[src/hw/rtl/wqc_pkg.sv]
// Wait queue with cancel: shared field widths, command and status codes,
// and the control struct that drives the cell chain. No dependencies.
package wqc_pkg;

  // Fixed field widths of the channel payloads
  localparam int unsigned CMD_W    = 2;
  localparam int unsigned TID_W    = 16;
  localparam int unsigned STATUS_W = 2;
  localparam int unsigned OCC_W    = 5;

  // Command codes
  localparam logic [CMD_W-1:0] CMD_ADD    = 2'd0;
  localparam logic [CMD_W-1:0] CMD_REMOVE = 2'd1;
  localparam logic [CMD_W-1:0] CMD_CANCEL = 2'd2;

  // Result status codes
  localparam logic [STATUS_W-1:0] STATUS_OK    = 2'd0;
  localparam logic [STATUS_W-1:0] STATUS_FULL  = 2'd1;
  localparam logic [STATUS_W-1:0] STATUS_EMPTY = 2'd2;

  // Per-cycle control broadcast to every cell
  typedef struct packed {
    logic shift;  // every cell not being loaded takes its right neighbor's entry
    logic load;   // the cell at the write index takes the load data
  } cell_ctrl_t;

endpackage

[src/hw/rtl/wqc_if.sv]
// Wait queue with cancel: command and result channel interfaces.
// Depends on wqc_pkg for the payload widths.
interface wqc_in_if import wqc_pkg::*; ();
  logic             valid;
  logic             ready;
  logic [CMD_W-1:0] cmd;
  logic [TID_W-1:0] thread_id;

  modport source (output valid, output cmd, output thread_id, input ready);
  modport sink   (input valid, input cmd, input thread_id, output ready);
endinterface

interface wqc_out_if import wqc_pkg::*; ();
  logic                valid;
  logic                ready;
  logic [STATUS_W-1:0] status;
  logic [TID_W-1:0]    thread_out;
  logic [OCC_W-1:0]    occupancy;

  modport source (output valid, output status, output thread_out, output occupancy,
                  input ready);
  modport sink   (input valid, input status, input thread_out, input occupancy,
                  output ready);
endinterface

[src/hw/rtl/wait_queue_with_cancel_top.sv]
// Wait queue with cancel: FIFO of thread identifiers kept packed in a chain of cells.
// Add and remove give their result in the cycle after the transfer; one command per cycle
// while no cancel runs and the result channel is free. Cancel rotates the queue through the
// head, one entry per cycle, dropping matches; its result is registered once every queued entry is done.
// Reset (rst_ni low, asynchronous) empties the queue and drops any pending result;
// the result fields and slot contents are not cleared.
module wait_queue_with_cancel_top import wqc_pkg::*; #(
  parameter int unsigned QUEUE_DEPTH = 16,
  parameter int unsigned ID_WIDTH    = 16
) (
  input  logic      clk_i,
  input  logic      rst_ni,
  wqc_in_if.sink    in_ch,
  wqc_out_if.source out_ch
);

  localparam int unsigned IdxW = $clog2(QUEUE_DEPTH);
  localparam int unsigned CntW = $clog2(QUEUE_DEPTH + 1);

  typedef enum logic {S_IDLE, S_CANCEL} state_e;

  state_e              state_q, state_d;
  logic [CntW-1:0]     count_q, count_d;
  logic [CntW-1:0]     remain_q, remain_d;
  logic [ID_WIDTH-1:0] id_q, id_d;
  logic                out_valid_q, out_valid_d;
  logic [STATUS_W-1:0] status_q, status_d;
  logic [TID_W-1:0]    thread_out_q, thread_out_d;
  logic [OCC_W-1:0]    occ_q, occ_d;

  cell_ctrl_t          ctrl;
  logic [IdxW-1:0]     wr_idx;
  logic [ID_WIDTH-1:0] load_data;
  logic [ID_WIDTH-1:0] id_in;
  logic [ID_WIDTH-1:0] cell_data [QUEUE_DEPTH];
  logic [ID_WIDTH-1:0] head;
  logic                out_free;
  logic                in_fire;
  logic                keep;

  // Build the chain; the last cell shifts in its own entry
  for (genvar i = 0; i < QUEUE_DEPTH; i++) begin : g_cell
    logic [ID_WIDTH-1:0] right;
    if (i == QUEUE_DEPTH - 1) begin : g_last
      assign right = cell_data[i];
    end else begin : g_mid
      assign right = cell_data[i+1];
    end
    wqc_cell #(
      .IdxW   (IdxW),
      .IdW    (ID_WIDTH),
      .CellIx (i)
    ) u_cell (
      .clk_i        (clk_i),
      .ctrl_i       (ctrl),
      .wr_idx_i     (wr_idx),
      .load_data_i  (load_data),
      .right_data_i (right),
      .data_o       (cell_data[i])
    );
  end

  assign head     = cell_data[0];
  assign id_in    = ID_WIDTH'(in_ch.thread_id);
  assign out_free = !out_valid_q || out_ch.ready;
  assign in_ch.ready = (state_q == S_IDLE) && out_free;
  assign in_fire  = in_ch.valid && in_ch.ready;
  assign keep     = (head != id_q);

  // Command decode and cancel rotation
  always_comb begin
    state_d      = state_q;
    count_d      = count_q;
    remain_d     = remain_q;
    id_d         = id_q;
    out_valid_d  = out_valid_q && !out_ch.ready;
    status_d     = status_q;
    thread_out_d = thread_out_q;
    occ_d        = occ_q;
    ctrl.shift   = 1'b0;
    ctrl.load    = 1'b0;
    wr_idx       = IdxW'(count_q);
    load_data    = id_in;

    case (state_q)
      S_IDLE: begin
        if (in_fire) begin
          out_valid_d  = 1'b1;
          status_d     = STATUS_OK;
          thread_out_d = '0;
          occ_d        = OCC_W'(count_q);
          case (in_ch.cmd)
            CMD_ADD: begin
              if (count_q >= CntW'(QUEUE_DEPTH)) begin
                status_d = STATUS_FULL;
              end else begin
                ctrl.load = 1'b1;
                count_d   = count_q + 1'b1;
                occ_d     = OCC_W'(count_q + 1'b1);
              end
            end
            CMD_REMOVE: begin
              if (count_q == '0) begin
                status_d = STATUS_EMPTY;
              end else begin
                ctrl.shift   = 1'b1;
                thread_out_d = TID_W'(head);
                count_d      = count_q - 1'b1;
                occ_d        = OCC_W'(count_q - 1'b1);
              end
            end
            CMD_CANCEL: begin
              if (count_q != '0) begin
                out_valid_d = 1'b0;
                id_d        = id_in;
                remain_d    = count_q;
                state_d     = S_CANCEL;
              end
            end
            default: begin
            end
          endcase
        end
      end
      S_CANCEL: begin
        if (remain_q != '0) begin
          // Pop the head, re-append it at the tail unless it matches
          ctrl.shift = 1'b1;
          ctrl.load  = keep;
          wr_idx     = IdxW'(count_q - 1'b1);
          load_data  = head;
          remain_d   = remain_q - 1'b1;
          if (!keep) begin
            count_d = count_q - 1'b1;
          end
        end else if (out_free) begin
          out_valid_d  = 1'b1;
          status_d     = STATUS_OK;
          thread_out_d = '0;
          occ_d        = OCC_W'(count_q);
          state_d      = S_IDLE;
        end
      end
      default: begin
        state_d = S_IDLE;
      end
    endcase
  end

  // Hold state and the result register
  always_ff @(posedge clk_i or negedge rst_ni) begin
    if (!rst_ni) begin
      state_q     <= S_IDLE;
      count_q     <= '0;
      remain_q    <= '0;
      out_valid_q <= 1'b0;
    end else begin
      state_q     <= state_d;
      count_q     <= count_d;
      remain_q    <= remain_d;
      out_valid_q <= out_valid_d;
    end
  end

  always_ff @(posedge clk_i) begin
    id_q         <= id_d;
    status_q     <= status_d;
    thread_out_q <= thread_out_d;
    occ_q        <= occ_d;
  end

  assign out_ch.valid      = out_valid_q;
  assign out_ch.status     = status_q;
  assign out_ch.thread_out = thread_out_q;
  assign out_ch.occupancy  = occ_q;

endmodule

[src/hw/rtl/wqc_cell.sv]
// Wait queue with cancel: one slot of the queue chain.
// Depends on wqc_pkg for the control struct.
module wqc_cell import wqc_pkg::*; #(
  parameter int unsigned IdxW   = 4,
  parameter int unsigned IdW    = 16,
  parameter int unsigned CellIx = 0
) (
  input  logic             clk_i,
  input  cell_ctrl_t       ctrl_i,
  input  logic [IdxW-1:0]  wr_idx_i,
  input  logic [IdW-1:0]   load_data_i,
  input  logic [IdW-1:0]   right_data_i,
  output logic [IdW-1:0]   data_o
);

  logic [IdW-1:0] data_q;
  logic [IdW-1:0] data_d;
  logic           hit;

  // Select this slot for a load
  assign hit = ctrl_i.load && (wr_idx_i == IdxW'(CellIx));

  // Load wins over the shift from the right neighbor
  always_comb begin
    data_d = data_q;
    if (hit) begin
      data_d = load_data_i;
    end else if (ctrl_i.shift) begin
      data_d = right_data_i;
    end
  end

  // Hold the entry; contents need no reset
  always_ff @(posedge clk_i) begin
    data_q <= data_d;
  end

  assign data_o = data_q;

endmodule

[src/flat_wrapper.sv]
// flat-port wrapper written by rule: the top's interface ports become plain ports
module wait_queue_with_cancel_top_flat import wqc_pkg::*;
#(
  parameter int unsigned QUEUE_DEPTH = 16,
  parameter int unsigned ID_WIDTH    = 16
)
  (clk_i, rst_ni, in_ch_valid, in_ch_cmd, in_ch_thread_id, in_ch_ready, out_ch_valid, out_ch_status, out_ch_thread_out, out_ch_occupancy, out_ch_ready);
  wqc_in_if in_ch_i ();
  wqc_out_if out_ch_i ();
  input  logic clk_i;
  input  logic rst_ni;
  input wire logic [$bits(in_ch_i.valid)-1:0] in_ch_valid;
  input wire logic [$bits(in_ch_i.cmd)-1:0] in_ch_cmd;
  input wire logic [$bits(in_ch_i.thread_id)-1:0] in_ch_thread_id;
  output wire logic [$bits(in_ch_i.ready)-1:0] in_ch_ready;
  output wire logic [$bits(out_ch_i.valid)-1:0] out_ch_valid;
  output wire logic [$bits(out_ch_i.status)-1:0] out_ch_status;
  output wire logic [$bits(out_ch_i.thread_out)-1:0] out_ch_thread_out;
  output wire logic [$bits(out_ch_i.occupancy)-1:0] out_ch_occupancy;
  input wire logic [$bits(out_ch_i.ready)-1:0] out_ch_ready;
  assign in_ch_i.valid = in_ch_valid;
  assign in_ch_i.cmd = in_ch_cmd;
  assign in_ch_i.thread_id = in_ch_thread_id;
  assign in_ch_ready = in_ch_i.ready;
  assign out_ch_valid = out_ch_i.valid;
  assign out_ch_status = out_ch_i.status;
  assign out_ch_thread_out = out_ch_i.thread_out;
  assign out_ch_occupancy = out_ch_i.occupancy;
  assign out_ch_i.ready = out_ch_ready;
  wait_queue_with_cancel_top #(.QUEUE_DEPTH(QUEUE_DEPTH), .ID_WIDTH(ID_WIDTH)) u_core (.clk_i(clk_i), .rst_ni(rst_ni), .in_ch(in_ch_i), .out_ch(out_ch_i));
endmodule
[config.mk]
export PLATFORM = sky130hd
export DESIGN_NAME = wait_queue_with_cancel_top_flat
export DESIGN_NICKNAME = d
export VERILOG_FILES = /design/src/hw/rtl/wqc_pkg.sv /design/src/hw/rtl/wqc_if.sv /design/src/hw/rtl/wait_queue_with_cancel_top.sv /design/src/hw/rtl/wqc_cell.sv /design/src/flat_wrapper.sv
export SDC_FILE = /design/constraint.sdc
export NUM_CORES = 1
export LEC_CHECK = 0
export ABC_CLOCK_PERIOD_IN_PS = 4900
export BUFFER_PORTS_ARGS = -buffer_cell sky130_fd_sc_hd__buf_4
export CELL_PAD_IN_SITES_DETAIL_PLACEMENT = 0
export CELL_PAD_IN_SITES_GLOBAL_PLACEMENT = 1
export CORE_MARGIN = 5
export CORE_UTILIZATION = 52
export CTS_BUF_LIST = sky130_fd_sc_hd__clkbuf_16
export DETAILED_ROUTE_END_ITERATION = 8
export PLACE_DENSITY_LB_ADDON = 0.1
export SYNTH_ARGS = -nofsm -noshare
export SYNTH_HDL_FRONTEND = slang
export SYNTH_SLANG_ARGS = --single-unit
[constraint.sdc]
create_clock -name clk_i -period 4.9 [get_ports clk_i]
set_input_delay 0.735 -clock clk_i [delete_from_list [all_inputs] [get_ports clk_i]]
set_output_delay 0.735 -clock clk_i [all_outputs]
set_load 0.02 [all_outputs]
==> impl_results.rst <==
.. list-table::
   :header-rows: 1

   * - Metric
     - Value
   * - Pin count of the biggest net entering global routing
     - 34
   * - First DRT Iteration DRCs
     - 690
   * - I/O Buffers
     - 46
   * - Critical path capture point type
     - register
   * - Startpoint of the lowest-slack register-to-register path
     - u_core.count_q[0]
   * - Number of global-route vias before repair
     - 7,855
   * - Height of the die
     - 173 µm
   * - Post-Route Utilization
     - 59.9%
   * - Max frequency
     - 275 MHz
   * - Post-detailed-placement half-perimeter wirelength
     - a little under 20,000 µm
   * - Number of nets with antenna violations after detailed routing
     - 0
   * - Number of top-level pins
     - 47
   * - Maximum Capacitance Violations
     - 0
   * - CP peak stage delay
     - 0.70 ns
   * - Area of placed instances
     - 14,500 µm²
   * - Number of antenna violations at the first check in global routing
     - 0
   * - Clock tree skew after final layout
     - 0.0166 ns
   * - Power per unit of standard cell area
     - 697 nW/µm²
   * - Share of flip-flops with an asynchronous set or reset
     - 3.91%
   * - Clock latency reported for the late side of the worst-skew pair
     - 0.50 ns
   * - Required time of the critical path
     - 5.02 ns
   * - Number of buffers created by CTS
     - 34
   * - Top cells by instance count after synthesis
     - 295 x edfxtp_1, 126 x mux2_2, 82 x o21ai_0
   * - Placer congestion estimate
     - roughly 0.86
   * - # diodes
     - 0
   * - Synthesis-stage register bit count
     - 307
   * - Cell chosen for the clock root
     - clkbuf_16
   * - Worst min-delay path class
     - in2async
   * - Post-synth EDFFs
     - 295
   * - Total global routing track utilization
     - 17.8%
   * - Number of buffers on the longest clock path
     - 3
   * - Worst slew slack as a fraction of its limit
     - between 40% and 50%
   * - Net count after synthesis
     - 995
   * - Cell taking the most area after synthesis
     - edfxtp_1
   * - DP Worst Slack
     - 1.25 ns
   * - First-pass GRT wire length
     - 43,200 µm
   * - Post-CTS setup buffer count
     - 0
   * - Total via count after detailed routing
     - approximately 7.9k
   * - Time the worst path needs with I/O delays and setup
     - 3.64 ns
   * - # resized after CTS
     - 0
   * - Transition time of the tightest slew-check pin
     - 0.892 ns
   * - Share of the synthesized area in the top cell type
     - between 60% and 70%
   * - Core Box Area
     - 26,100 µm²
   * - Area Growth Syn to Fin
     - 13.4%
   * - Cells after synthesis
     - approximately 970
   * - Register-to-Register Setup Slack
     - between 1 and 1.5 ns
   * - Final period utilization
     - about 74%
   * - Mean instance size in the synthesized netlist
     - 14.2 µm²
   * - Sink Count
     - between 300 and 400
   * - Residual overflow from global routing
     - 0
   * - Yosys warning total
     - 0
   * - Routed WL
     - 27,100 µm
   * - Endpoint of the lowest-slack register-to-register path
     - u_core.g_cell[1].u_cell.data_o[4]
   * - Number of buffers inserted for hold repair after clock tree synthesis
     - 0
   * - Width of the chip
     - about 170 µm
   * - Cell leakage power
     - approximately 0.0056 µW
   * - Top-count cell post-synth
     - edfxtp_1
   * - Most frequently used flop master after synthesis
     - edfxtp_1
   * - Critical path startpoint category
     - register
   * - Arrival time at the worst endpoint
     - 3.76 ns
   * - Number of H-tree levels
     - 2
   * - Starting Density
     - 52.9%
   * - Number of iterations in the first detailed-routing pass
     - 5
   * - Sequential element share of the synthesized area
     - 66.5%
   * - Largest cells by area after synthesis
     - edfxtp_1 64%, mux2_2 10%, o21ai_0 3.0%
   * - Clock tree from TritonCTS
     - done
   * - Critical Path Fanout Max
     - 18
   * - Area of all placed cells without fillers
     - 15,600 µm²
   * - Area of the die
     - 29,900 µm²
   * - Wire length per cell after detailed routing
     - 19.4 µm
   * - Status
     - finished clean
   * - Final-report max-slew violation count
     - 0
   * - Number of endpoints with negative hold slack in the final report
     - 0
   * - Worst reg-to-reg path cell count
     - 10
   * - Total negative setup slack
     - 0 ns
   * - Vias/cell
     - 5.67
   * - Final net count
     - 1,062
   * - Ratio of cells with drive above 1 in the final layout
     - 28.5%
   * - Slowest cell on the critical path
     - nand2b_1
   * - Clock-pin slew on the worst setup and hold paths
     - 0.06 ns
   * - Critical Path Most Common Cell
     - buf_4
   * - Startpoint-to-endpoint class of the critical path
     - reg2reg
   * - Highest ir drop seen on vdd
     - approximately 0.53 mV
   * - CP Cell Sequence
     - buf_4 -> clkinv_1 -> ha_1 -> o21bai_1 -> a31oi_1 -> and2_1 -> a21oi_1 -> buf_4 -> a21oi_4 -> nand2b_1
   * - Netlist area before placement
     - 13,800 µm²
   * - Worst setup slack after layout
     - 1.26 ns
   * - Total DRC errors in the routed layout
     - 0
   * - Number of distinct library cells after synthesis
     - 68
   * - Standard-cell rows
     - 59
   * - Setup violation total in the final timing report
     - 0
   * - RSZ-0062 raised after global routing
     - no
[layout make-up]
cell class                      count  area (µm²)
Clock buffer                       35         876
Inverter                           26        97.6
Timing Repair Buffer               85         638
Clock inverter                     25         208
Multi-Input combinational cell    582        4220
Sequential cell                   307        9160
Fill cell                        2067       10400
Tap cell                          335         419
[critical path: cells and delay by family (launching register included)]
kind | cells | cell delay (ns)
AOI/OAI and AO/OA | 4 | 0.96
and+or+nand+nor | 2 | 0.89
buffers and inverters | 3 | 0.69
adders and majority gates | 1 | 0.39
DFF | 1 | 0.32
[how the worst max path moves through the flow]
stage	endpoint	slack, ns	start	depth (start not counted)
detailed placement	u_core.g_cell[4].u_cell.data_o[8]	1.25	in_ch_cmd[1]	7
finish	u_core.g_cell[1].u_cell.data_o[4]	1.26	u_core.count_q[0]	10
CTS	u_core.g_cell[1].u_cell.data_o[4]	1.27	u_core.count_q[0]	10
global placement	u_core.g_cell[4].u_cell.data_o[9]	1.27	in_ch_cmd[1]	7
global route	u_core.g_cell[1].u_cell.data_o[4]	1.03	u_core.count_q[0]	10
floorplan	u_core.g_cell[14].u_cell.data_o[0]	1.09	in_ch_cmd[1]	9
[registers in the layout, indices dropped and copies added, names as in the netlist]
| name | count |
|---|---|
| u_core.out_ch.thread_out | 16 |
| u_core.id_q | 16 |
| u_core.out_ch.occupancy | 5 |
| u_core.state_q | 1 |
| u_core.out_ch.status | 2 |
| u_core.out_ch.valid | 1 |
| u_core.remain_q | 5 |
| u_core.g_cell.u_cell.data_o | 256 |
| u_core.count_q | 5 |
[power breakdown]
group          switching, µW  internal (µW)
clock                    959           1500
sequential               374           4560
combinational           2130           1370
[cells by family after synthesis]
kind of cell / share of synthesized area [%]
flops: 66.5
compound gates: 10.4
simple gates: 6.58
mux: 11.8
buf+inv: 3.09
xor+xnor: 1.27
fa+ha+maj: 0.363
[per-stage QoR]
step           instances  hold WS (ns)  total power, µW
2_1_floorplan        969         0.439             7340
5_1_grt             1395        0.0691            11500
6_report            1395        0.0759            10900
4_1_cts             1395        0.0582            11000
3_3_place_gp        1335         0.499             8350
3_5_place_dp        1335         0.508             8480
[routing by layer]
layer | part of all wire [%] | GRT usage (%)
met4 | 1.7 | 4.29
met1 | 47 | 25.3
met2 | 47 | 28.5
met3 | 4.5 | 3.69
met5 | 0 | 0
[layout by cell type (no fill, tap or decap), types with 7 or more instances in the layout]
cell       instances
o21ai_2           17
nor2_1            47
o21ai_0           77
a21oi_1           78
nand2_1           54
nor3_1             8
clkinv_1          10
edfxtp_1         295
mux2i_1           17
buf_4             85
dfrtp_1           12
nand2_2            7
o21ai_1           20
nand2b_1           7
inv_1             33
xnor2_1           20
and2_1            18
clkbuf_16         35
mux2_2           126
No activity file was read; power rests on OpenSTA's default activity.
